===== src/glpf_pkg.sv =====
// ----------------------------------------------------------------------------
// glpf_pkg
// Shared constants and types of the grid local peak finder.
// ----------------------------------------------------------------------------
package glpf_pkg;

    // Default sizes of the block
    localparam int MAX_ROWS_DEF   = 32;
    localparam int MAX_COLS_DEF   = 32;
    localparam int VALUE_BITS_DEF = 16;

    // Configuration port geometry: two 32-bit registers at byte 0 and 4
    localparam int CFG_ADDR_W = 3;
    localparam int CFG_DATA_W = 32;
    localparam int SIZE_W     = 6;
    localparam int COORD_W    = 5;

    // Register index, taken from paddr[2]
    localparam logic REG_GRID_ROWS = 1'b0;
    localparam logic REG_GRID_COLS = 1'b1;

    localparam logic [SIZE_W-1:0] GRID_SIZE_RST = 6'd32;

    // Sequencer states
    typedef enum logic [1:0] {
        ST_IDLE,
        ST_READ,
        ST_EVAL,
        ST_FLUSH
    } t_glpf_state;

    // Effective frame size and restart strobe from the register block
    typedef struct packed {
        logic [SIZE_W-1:0] last_row;
        logic [SIZE_W-1:0] last_col;
        logic              restart;
    } t_glpf_size;

endpackage


===== src/glpf_cfg.sv =====
// ----------------------------------------------------------------------------
// glpf_cfg
// APB register block: grid size registers, clamping to the effective frame
// size and a restart strobe on every write.
// ----------------------------------------------------------------------------
module glpf_cfg
    import glpf_pkg::*;
#(
    parameter int MAX_ROWS = MAX_ROWS_DEF,
    parameter int MAX_COLS = MAX_COLS_DEF
) (
    input  logic                  i_clk,
    input  logic                  i_rst_n,
    input  logic                  psel,
    input  logic                  penable,
    input  logic                  pwrite,
    input  logic [CFG_ADDR_W-1:0] paddr,
    input  logic [CFG_DATA_W-1:0] pwdata,
    output logic [CFG_DATA_W-1:0] prdata,
    output logic                  pready,
    output t_glpf_size            o_size
);

    logic [SIZE_W-1:0] r_grid_rows;
    logic [SIZE_W-1:0] r_grid_cols;
    logic              w_wr;

    assign pready = 1'b1;
    assign w_wr   = psel & penable & pwrite;

    // register writes
    always_ff @(posedge i_clk) begin
        if (!i_rst_n) begin
            r_grid_rows <= GRID_SIZE_RST;
            r_grid_cols <= GRID_SIZE_RST;
        end else if (w_wr) begin
            case (paddr[2])
                REG_GRID_ROWS: r_grid_rows <= pwdata[SIZE_W-1:0];
                REG_GRID_COLS: r_grid_cols <= pwdata[SIZE_W-1:0];
                default: ;
            endcase
        end
    end

    // read back
    always_comb begin
        case (paddr[2])
            REG_GRID_ROWS: prdata = CFG_DATA_W'(r_grid_rows);
            REG_GRID_COLS: prdata = CFG_DATA_W'(r_grid_cols);
            default:       prdata = '0;
        endcase
    end

    // effective size: zero acts as one, oversize clamps to the maximum
    always_comb begin
        if (r_grid_rows == '0) begin
            o_size.last_row = '0;
        end else if (32'(r_grid_rows) > MAX_ROWS) begin
            o_size.last_row = SIZE_W'(MAX_ROWS - 1);
        end else begin
            o_size.last_row = r_grid_rows - 1'b1;
        end
        if (r_grid_cols == '0) begin
            o_size.last_col = '0;
        end else if (32'(r_grid_cols) > MAX_COLS) begin
            o_size.last_col = SIZE_W'(MAX_COLS - 1);
        end else begin
            o_size.last_col = r_grid_cols - 1'b1;
        end
        o_size.restart = w_wr;
    end

endmodule


===== config.mk =====
export PLATFORM = sky130hd
export DESIGN_NAME = glpf_cfg
export DESIGN_NICKNAME = d
export VERILOG_FILES = /design/src/glpf_pkg.sv /design/src/glpf_cfg.sv
export SDC_FILE = /design/constraint.sdc
export NUM_CORES = 1
export LEC_CHECK = 0
export BUFFER_PORTS_ARGS = -buffer_cell sky130_fd_sc_hd__buf_4
export CAP_MARGIN = 20
export CORE_ASPECT_RATIO = 1.5
export CORE_UTILIZATION = 35
export CTS_BUF_LIST = sky130_fd_sc_hd__clkbuf_4 sky130_fd_sc_hd__clkbuf_8 sky130_fd_sc_hd__clkbuf_16
export DETAILED_ROUTE_END_ITERATION = 16
export PLACE_DENSITY = 0.81
export SYNTH_ARGS = -nofsm -noshare
export SYNTH_HDL_FRONTEND = slang
export SYNTH_SLANG_ARGS = --single-unit

===== constraint.sdc =====
create_clock -name i_clk -period 1.35 [get_ports i_clk]
set_input_delay 0.0675 -clock i_clk [delete_from_list [all_inputs] [get_ports i_clk]]
set_output_delay 0.0675 -clock i_clk [all_outputs]
set_load 0.05 [all_outputs]

# [Word level (Yosys, flattened, before mapping)]
# Index checks and enable logic that the tools add are counted.
[word_totals] ff_bits=12 latch_bits=0 ramBits=0 romBits=0 input_bits=40 output_inout_bits=46 mem_count=0
[classes] add_sub_neg=2 mul=0 n_div=0 order_cmp=2 eq_ne=0 shifts=0 n_mux=5 n_bitwise=3 n_reduce_logical=4
[ops] operator="$pmux 32 s2" n=1
[ops] operator="$mux 6" n=4
[ops] operator="$gt 6x6->1 const B" n=2
[ops] operator="$logic_not 6->1" n=2
[ops] operator="$sub 6x1->6 const B" n=2
[ops] operator="$reduce_and 2->1" n=2
[ops] operator="$and 1x1->1" n=2
[ops] operator="$not 1->1" n=1

# [Depth between registers and ports, before layout]
# Gate-level depths: netlist of the first run.
[depth] ltp_word=3 depth_mapped=6 mapped_depth_nobuf=5

# [Worst setup path before layout of the first run]
# No wires, ideal clock.
[synth_path] path_kind="flip-flop to output port" start="register r_grid_cols[0]" end="output port o_size[3] in the netlist's numbering" arrival_ns=2.082 required_ns=1.283 slack_ns=-0.799 path_stages_with_launch=7 path_buffers=1 cell_sequence="dfxtp_1 -> inv_1 -> ha_1 -> or4b_1 -> clkbuf_2 -> nor2_1 -> o21ai_0"
[synth_rtl] element="start, declared" line="glpf_cfg.sv:25" rtl="logic [SIZE_W-1:0] r_grid_cols;"
[synth_rtl] element="start signal, assigned" line="glpf_cfg.sv:39" rtl="REG_GRID_COLS: r_grid_cols <= pwdata[SIZE_W-1:0];"
[synth_rtl] element="end, declared" line="glpf_cfg.sv:21" rtl="output t_glpf_size o_size"

==> flow_summary_export.csv, run 1 <==
group,metric,value,unit
status,outcome,"finished, violations left",
status,violations,"negative setup slack",
sta,max_freq,526.3,MHz
clock_network,numCtsBuffers,3,
floorplan,die_h,69.95,um
cells_and_area,final_cells,221,
grt,antenna_found_initial,0,
power,total_power,1.347,mW
cells_and_area,final_area,1793,um^2
sta,rsz0062_at_grt,"yes",
synth,syn_area_per_cell,8.483,um^2
sta,layout_min_cycle_time,1.900,ns
setup_path,cp-end-kind,"output pin",
drt,vias_per_cell,4.597,
drt,drt_iter0_markers,53,
grt,grt_max_degree,13,
cells_and_area,fillers,231,
setup_path,worstPathCellList,"buf_4 -> or3_4 -> or4_4 -> mux2i_4 -> buf_6",
synth,ys_seq_area_frac,0.2230,
synth,synth.area.top_cells,"dfxtp_1 22%, buf_4 20%, mux2i_1 13%",
cells_and_area,final-seq-area,247.7,um^2
synth,synth_top_area_frac,0.2230,
floorplan,num_io_pins,86,
synth,async_flop_share,0,
grt,grt_usage,0.1876,
drt,dr.pass1.iters,4,
drt,routed_wirelength,2.995,mm
synth,synth_most_common_cell,"buf_4",
setup_path,criticalPathCategory,"flop to output pin",
clock_network,cts_tree,"built",
sta,hold_viol,0,
synth,synth_seq_cells,12,
cells_and_area,syn_to_final_growth,66.43,%
setup_path,r2r_setup_slack,0.48,ns
cells_and_area,multi_input_area,888.4,um^2
floorplan,initial_core_util,0.3698,
sta,finClkSkew,0,ns
floorplan,num_rows,24,
grt,grt_pass1_wl,4.436,mm
place,dp.cells,211,
worst_hold_path,holdCritStartpoint,"pwdata[5]",
flow_run,maxCapViolations,0,
sta,fin_crit_sh,1.407,
cells_and_area,nets,227,
setup_path,r2r_start,"r_grid_rows[1]$_SDFFE_PN0P_",
power,vdd_drop_max,0.4509,mV
floorplan,design.core.area,2913,um^2
drt,vias,1016,
power,leakagePower,0.8730,nW
setup_path,cp_slowest_stage_delay,0.44,ns
power,powerDensity,751.3,nW/um^2
clock_network,clk_latency,0.24,ns
drt,drt-wirelength-per-cell,13.55,um
grt,grt-ovfl-total,0,
cells_and_area,post-route-util,0.6156,
worst_hold_path,holdPathStages,3,
clock_network,clockBufferDepth,2,
setup_path,critPathRequiredTime,1.28,ns
setup_path,worst-r2r-cell-count,4,
synth,yosys-top-cells-count,"28 x buf_4, 14 x mux2i_1, 12 x dfxtp_1",
drt,antenna_left,0,
place,postPlaceCellArea,1534,um^2
clock_network,h-tree-depth,1,
sta,fin_ws,-0.5500,ns
place,dpl.hpwl,2.187,mm
sta,tns,-5.940,ns
synth,netlist_area,1077,um^2
synth,synth_edf_count,0,
setup_path,critical_path.max_fanout,3,
drt,drcViolationCount,0,
setup_path,cp_num_cells,5,
grt,grt_pass1_vias,977,
setup_path,cp_top_family,"simple AND/OR/NAND/NOR gates",
worst_hold_path,hp-class,"primary input to flop",
sta,slew_violations,0,
setup_path,crit_arrival,1.83,ns
floorplan,dieArea,3308,um^2
clock_network,cts.sinks,12,
clock_network,cts_root_buffer,"clkbuf_8",
clock_network,clk_pin_slew,0.05,ns
synth,synth_warnings,0,
cells_and_area,drive_gt1_frac,0.5824,
setup_path,r2r-end,"r_grid_rows[1]$_SDFFE_PN0P_",
synth,ys_types,26,
floorplan,die_x,47.30,um
setup_path,path_buf_inv,2,
worst_hold_path,min_to,"r_grid_cols[5]$_SDFFE_PN1P_",
setup_path,startpoint_type,"flop",
setup_path,slowest_stage,"or4_4",
place,place.port_buffers,30,
place,place.gp.congestion,0.8135,
synth,ys.flop_type,"dfxtp_1",
synth,synth_top_area_cell,"dfxtp_1",
sta,finalSetupViolations,12,
cells_and_area,n_antenna_cell,0,
synth,netlist_instances,127,
## registers in the layout, summed over array words and instances, names as in the netlist
signal and cells:
r_grid_rows 6, r_grid_cols 6
## worst max path at each step
stage / from / endpoint / slack, ns
final: r_grid_cols[1]$_SDFFE_PN0P_ / o_size[6] / -0.55
after global routing: r_grid_cols[1]$_SDFFE_PN0P_ / o_size[2] / -0.58
after CTS: r_grid_cols[0]$_SDFFE_PN0P_ / o_size[2] / -0.58
after detailed placement: r_grid_rows[1]$_SDFFE_PN0P_ / o_size[9] / -0.39
after global placement: r_grid_cols[0]$_SDFFE_PN0P_ / o_size[2] / -0.33
after floorplan: r_grid_cols[0]$_SDFFE_PN0P_ / o_size[2] / -0.26
## cells by family (layout without fill, tap and decap cells)
logic type               after synthesis  after routing  share of synthesized area
AO/OA/AOI/OAI                          9              9                    0.04878
buffers and inverters                 40             70                     0.2404
flip-flops                            12             12                     0.2230
AND/OR/NAND/NOR                       33             33                     0.1777
other                                  2             27                   0.006971
adder cells (fa/ha/maj)                7              7                    0.07782
XOR/XNOR                               4              4                    0.03253
multiplexers                          20             20                     0.1928
## repair_timing
item,4_1_cts,5_1_grt
setup endpoints to repair,12,12
hold buffers,0,0
setup buffers,5,2
gates resized for setup,38,1
pin swaps,6,3
## cells in the final DEF (no fill, tap or decap), drive strengths merged, types with 3 or more instances in the layout
cell type  count
buf           60
conb          27
mux2i         14
dfxtp         12
nor2b         10
nand2          8
mux2           6
inv            6
ha             4
clkbuf         4
o21ai          4
nor2           4
a21oi          3
maj3           3
## worst reg2reg max path, cell delays in order, from the launching register on
cell     delay, ns
dfxtp_2       0.32
buf_6         0.12
buf_4         0.13
mux2i_1       0.13
nor2b_1       0.06
## area by class of cell
| class | instances | area share |
|---|---|---|
| clock buffers | 4 | 0.02722 |
| inverters | 6 | 0.01396 |
| multi-input cells | 100 | 0.4955 |
| flip-flops and latches | 12 | 0.1382 |
| well taps | 39 | 0.02722 |
| repair buffers | 60 | 0.2980 |
## layer usage
metal	vias to the layer above	wire, um	track usage
met3	6	143	0.01550
met1	485	985	0.1866
li1	477	-	-
met5	-	0	0
met4	0	74	0.1079
met2	48	1791	0.3425
## report_power, final
| group | internal (mW) | leakage (nW) | switching, mW |
|---|---|---|---|
| Clock | 0.228 | 0.0262 | 0.130 |
| Sequential | 0.361 | 0.0994 | 0.00654 |
| Combinational | 0.217 | 0.747 | 0.405 |
## through the flow
stage / hold WS (ns) / setup slack, ns
after floorplan: 0.1926 / -0.2614
after global placement: 0.3001 / -0.3331
after detailed placement: 0.3009 / -0.3925
after CTS: 0.05631 / -0.5848
after global routing: 0.06787 / -0.5830
final: 0.05784 / -0.5500
No activity file was read; power rests on OpenSTA's default activity.
==> run 2, diff against run 1 <==
--- a/config.mk
+++ b/config.mk
@@ -7,7 +7,7 @@
 export LEC_CHECK = 0
 export BUFFER_PORTS_ARGS = -buffer_cell sky130_fd_sc_hd__buf_4
 export CAP_MARGIN = 20
-export CORE_ASPECT_RATIO = 1.5
+export CORE_ASPECT_RATIO = 0.7
 export CORE_UTILIZATION = 35
 export CTS_BUF_LIST = sky130_fd_sc_hd__clkbuf_4 sky130_fd_sc_hd__clkbuf_8 sky130_fd_sc_hd__clkbuf_16
 export DETAILED_ROUTE_END_ITERATION = 16
==> run 2 against run 1 <==
First-iteration DRC count down 45%. Power rose by 0.88%. Critical endpoint is now o_size[12]. Critical path type unchanged. Global-route usage rose by 1.2 points. Hold slack gained 0.0026 ns. Setup slack better by 0.0053 ns. Clock power rose by 1%. Clock skew unchanged. Via count shrank 0.89%. Design area up 1.4%. Sequential power about the same. Final cell count decreased by 0.90%. Sequential share of layout area fell by 0.19 points. The run still ends with negative setup slack left.
==> flow_summary_export.csv, run 2 (synthesized netlist as in run 1, its figures left out) <==
group,metric,value,unit
flow_run,maxCapViolations,0,
setup_path,r2r_start,"r_grid_cols[5]$_SDFFE_PN1P_",
cells_and_area,largest_registers,"r_grid_cols: 6 flops, r_grid_rows: 6 flops",
drt,vias,1007,
drt,drt-wirelength-per-cell,14.20,um
sta,finClkSkew,0,ns
floorplan,die_x,68.31,um
floorplan,die_h,48.42,um
cells_and_area,n_antenna_cell,0,
cells_and_area,syn_to_final_growth,68.76,%
grt,antenna_found_initial,0,
setup_path,critical_path.max_fanout,2,
setup_path,cp_common_cell,"buf_6",
sta,fin_ws,-0.5447,ns
clock_network,cts_tree,"built",
power,leakagePower,0.8840,nW
clock_network,clk_pin_slew,0.05,ns
sta,layout_min_cycle_time,1.895,ns
setup_path,crit_arrival,1.83,ns
drt,dr.pass1.iters,4,
cells_and_area,final-seq-area,247.7,um^2
clock_network,numCtsBuffers,3,
drt,antenna_left,0,
place,place.port_buffers,30,
grt,grt_pass1_vias,1016,
drt,routed_wirelength,3.109,mm
setup_path,r2r_setup_slack,0.46,ns
drt,vias_per_cell,4.598,
setup_path,worst-r2r-cell-count,3,
clock_network,h-tree-depth,1,
floorplan,dieArea,3307,um^2
sta,hold_viol,0,
setup_path,cp-startpoint,"r_grid_rows[1]$_SDFFE_PN0P_",
clock_network,cts.sinks,12,
grt,grt_pass1_wl,4.843,mm
grt,grt_max_degree,13,
setup_path,critPathRequiredTime,1.28,ns
floorplan,num_rows,16,
setup_path,cp_slowest_stage_delay,0.43,ns
setup_path,worstPathCellList,"buf_6 -> or3_4 -> or4_4 -> mux2i_4 -> buf_6",
place,postPlaceCellArea,1538,um^2
cells_and_area,final_cell_mix,"41 x buf_4, 27 x conb_1, 16 x buf_6, 12 x mux2i_1, 10 x nor2b_1",
setup_path,criticalPathCategory,"flop to output pin",
status,outcome,"finished, violations left",
place,post-place-ws,-0.4086,ns
drt,drt_iter0_markers,29,
place,dpl.hpwl,2.111,mm
sta,finalSetupViolations,12,
worst_hold_path,hp-class,"primary input to flop",
cells_and_area,final_common_cell,"buf_4",
sta,slew_violations,0,
clock_network,clockBufferDepth,2,
status,violations,"negative setup slack",
sta,rsz0062_at_grt,"yes",
sta,max_freq,527.8,MHz
cells_and_area,drive_gt1_frac,0.5956,
clock_network,clk_latency,0.24,ns
setup_path,slowest_stage,"or4_4",
cells_and_area,final_area,1818,um^2
cells_and_area,nets,228,
setup_path,cp-end-kind,"output pin",
drt,drcViolationCount,0,
grt,grt_usage,0.1991,
cells_and_area,multi_input_area,903.4,um^2
grt,grt-ovfl-total,0,
clock_network,cts_root_buffer,"clkbuf_8",
setup_path,startpoint_type,"flop",
power,powerDensity,747.5,nW/um^2
sta,fin_crit_sh,1.403,
place,place.gp.congestion,0.7930,
floorplan,num_io_pins,86,
worst_hold_path,holdCritStartpoint,"pwdata[5]",
sta,whs,0.06049,ns
floorplan,initial_core_util,0.3763,
setup_path,cp-endpoint,"o_size[12]",
cells_and_area,fillers,219,
floorplan,design.core.area,2863,um^2
power,vdd_drop_max,0.5276,mV
sta,tns,-5.958,ns
setup_path,r2r-end,"r_grid_cols[5]$_SDFFE_PN1P_",
==> run 2: cell types whose count changed in the layout (fill, tap and decap cells not counted) <==
| cell | delta |
|---|---|
| o21ai_2 | +2 |
| o22a_2 | -1 |
| o22a_4 | +1 |
| buf_4 | -2 |
| buf_12 | -1 |
| buf_8 | +1 |
| buf_6 | +3 |
| o21ai_1 | -2 |
==> run 2: final cells by class <==
| class | count | area share |
|---|---|---|
| Multi-Input combinational cell | 100 | 0.4969 |
| Timing Repair Buffer | 61 | 0.3014 |
| Sequential cell | 12 | 0.1363 |
| Clock buffer | 4 | 0.02684 |
| Tap cell | 36 | 0.02478 |
| Inverter | 6 | 0.01376 |
==> run 2: worst min path at each step <==
stage	to	slack [ns]	cells after the start
2_1_floorplan	r_grid_cols[5]$_SDFFE_PN1P_	0.19	2
3_3_place_gp	r_grid_rows[5]$_SDFFE_PN1P_	0.29	3
3_5_place_dp	r_grid_cols[5]$_SDFFE_PN1P_	0.30	3
4_1_cts	r_grid_rows[5]$_SDFFE_PN1P_	0.06	3
5_1_grt	r_grid_rows[5]$_SDFFE_PN1P_	0.07	3
6_report	r_grid_rows[5]$_SDFFE_PN1P_	0.06	3
==> run 2: critical path: cells and delay by family (launching register included) <==
family        cells  cell delay [ns]
flops             1             0.32
mux               1             0.15
simple gates      2             0.82
buf+inv           2             0.29
==> run 2: per-layer routing <==
layer  wire [um]  vias up  track usage  share of wire
li1            -      485            -              -
met1        1425      489       0.2525           0.46
met2        1538       31       0.3284           0.49
met3         137        2      0.05660          0.044
met4           8        0      0.04514         0.0026
met5           0        -            0              0
==> run 2: per-stage QoR <==
stage	cells	utilization	power, mW
after floorplan	152	-	0.8740
after global placement	209	0.5372	0.9180
after detailed placement	209	0.5372	0.9283
after CTS	216	0.6180	1.336
after global routing	219	0.6351	1.413
final	219	0.6351	1.359
==> run 2: report_power, final <==
part           total, mW  switching (mW)  internal [mW]
clock              0.362           0.133          0.228
sequential         0.368         0.00672          0.361
combinational      0.630           0.411          0.219
total               1.36           0.551          0.808
==> run 2: timing repair <==
item	CTS	global route
pin swaps	6	5
setup buffers	3	3
endpoints found under the setup margin	12	14
hold buffers	0	0
gates resized for setup	40	6
==> run 3, diff against run 2 <==
--- a/config.mk
+++ b/config.mk
@@ -5,7 +5,7 @@
 export SDC_FILE = /design/constraint.sdc
 export NUM_CORES = 1
 export LEC_CHECK = 0
-export BUFFER_PORTS_ARGS = -buffer_cell sky130_fd_sc_hd__buf_4
+export BUFFER_PORTS_ARGS = -buffer_cell sky130_fd_sc_hd__buf_2
 export CAP_MARGIN = 20
 export CORE_ASPECT_RATIO = 0.7
 export CORE_UTILIZATION = 35
==> run 3 against run 2 <==
Combinational power down 2%. First-iteration DRC count rose to 3.1 times the previous value. Flip-flop and latch count did not move. Clock power grew 2%. Hold slack improved by 0.020 ns. The run still ends with negative setup slack left.
==> flow_summary_export.csv, run 3 (synthesized netlist as in run 1, its figures left out) <==
group,metric,value,unit
status,outcome,"finished, violations left",
status,violations,"negative setup slack",
grt,grt_max_degree,13,
power,leakagePower,0.8668,nW
floorplan,num_rows,16,
sta,finClkSkew,0,ns
setup_path,critPathRequiredTime,1.28,ns
setup_path,critical_path.max_fanout,2,
drt,drt-wirelength-per-cell,13.37,um
clock_network,clk_latency,0.24,ns
grt,antenna_found_initial,0,
sta,fin_crit_sh,1.448,
setup_path,criticalPathCategory,"flop to output pin",
drt,routed_wirelength,2.929,mm
cells_and_area,nets,228,
power,vdd_drop_max,0.3329,mV
sta,hold_viol,0,
clock_network,numCtsBuffers,3,
cells_and_area,n_antenna_cell,0,
place,dp.cells,211,
sta,layout_min_cycle_time,1.955,ns
floorplan,dieArea,3307,um^2
place,place.gp.congestion,0.8505,
drt,vias_per_cell,4.580,
cells_and_area,final_cell_mix,"27 x conb_1, 27 x buf_4, 17 x buf_2, 15 x buf_6, 12 x mux2i_1",
grt,grt_pass1_wl,4.609,mm
place,dpl.hpwl,2.046,mm
power,total_power,1.355,mW
floorplan,die_x,68.31,um
setup_path,crit_arrival,1.89,ns
sta,whs,0.08065,ns
clock_network,cts_tree,"built",
clock_network,clk_pin_slew,0.06,ns
sta,finalSetupViolations,12,
grt,grt_use_met2,0.2827,
clock_network,cts_root_buffer,"clkbuf_8",
grt,grt_busiest_layer,"met2",
cells_and_area,final_cells,219,
worst_hold_path,hp-class,"primary input to flop",
grt,grt-ovfl-total,0,
grt,grt_usage,0.1914,
clock_network,h-tree-depth,1,
floorplan,design.core.area,2863,um^2
cells_and_area,syn_to_final_growth,62.49,%
floorplan,initial_core_util,0.3763,
setup_path,startpoint_type,"flop",
cells_and_area,largest_registers,"r_grid_cols: 6 flops, r_grid_rows: 6 flops",
floorplan,num_io_pins,86,
grt,grt_pass1_vias,933,
sta,max_freq,511.6,MHz
grt,met3_usage,0.04953,
clock_network,cts.sinks,12,
setup_path,slowest_stage,"or4_4",
drt,dr.pass1.iters,4,
drt,vias,1003,
cells_and_area,drive_gt1_frac,0.5792,
flow_run,maxCapViolations,0,
place,place.port_buffers,30,
grt,met1_usage,0.2671,
setup_path,worst-r2r-cell-count,3,
worst_hold_path,holdPathStages,2,
sta,tns,-6.288,ns
sta,fin_ws,-0.6048,ns
sta,slew_violations,0,
power,powerDensity,773.9,nW/um^2
sta,rsz0062_at_grt,"yes",
floorplan,die_h,48.42,um
cells_and_area,post-route-util,0.6115,
drt,drt_iter0_markers,91,
drt,antenna_left,0,
clock_network,clockBufferDepth,2,
setup_path,cp-end-kind,"output pin",
setup_path,cp_slowest_stage_delay,0.45,ns
drt,drcViolationCount,0,
setup_path,worstPathCellList,"buf_4 -> or3_4 -> or4_4 -> mux2i_4 -> buf_6",
## run 3: metrics by stage
| step | area [um^2] | setup slack, ns |
|---|---|---|
| 3_3_place_gp | 1478 | -0.3571 |
| 6_report | 1750 | -0.6048 |
| 4_1_cts | 1677 | -0.5530 |
| 5_1_grt | 1750 | -0.6330 |
| 2_1_floorplan | 1331 | -0.2614 |
| 3_5_place_dp | 1478 | -0.4097 |
## run 3: worst max-delay path: cells and delay by family (launching register included)
family | cells | cell delay (ns)
flops | 1 | 0.31
simple gates | 2 | 0.84
buf+inv | 2 | 0.31
mux | 1 | 0.18
## run 3: routing by layer
| layer | share of wire | wire [um] |
|---|---|---|
| met5 | 0 | 0 |
| met4 | 0.038 | 112 |
| met3 | 0.045 | 133 |
| met2 | 0.46 | 1336 |
| met1 | 0.46 | 1347 |
## run 3: path summary, 6_finish.rpt
kind	from	endpoint	slack (ns)
worst max register to register	r_grid_rows[5]$_SDFFE_PN1P_	r_grid_rows[5]$_SDFFE_PN1P_	0.45
worst min register to register	r_grid_rows[1]$_SDFFE_PN0P_	r_grid_rows[1]$_SDFFE_PN0P_	0.61
worst min-delay path	i_rst_n	r_grid_cols[5]$_SDFFE_PN1P_	0.08
worst max-delay path	r_grid_rows[1]$_SDFFE_PN0P_	o_size[12]	-0.60
## run 3: layout make-up
cell class | instances | area, um^2
multi-input cells | 100 | 897.1
flip-flops and latches | 12 | 247.7
fillers | 223 | 1112
repair buffers | 61 | 486.7
inverters | 6 | 25.02
well taps | 36 | 45.04
clock buffers | 4 | 48.80
## run 3: power breakdown
group	total, mW	internal [mW]	switching, mW
Combinational	0.616	0.206	0.410
Sequential	0.368	0.361	0.00686
Clock	0.371	0.229	0.142
## run 3: what timing repair did
item	4_1_cts	5_1_grt
resized for setup	39	14
hold buffers	0	0
setup endpoints to repair	12	13
pin swaps	4	3
hold endpoints to repair	0	0
setup buffers	2	2
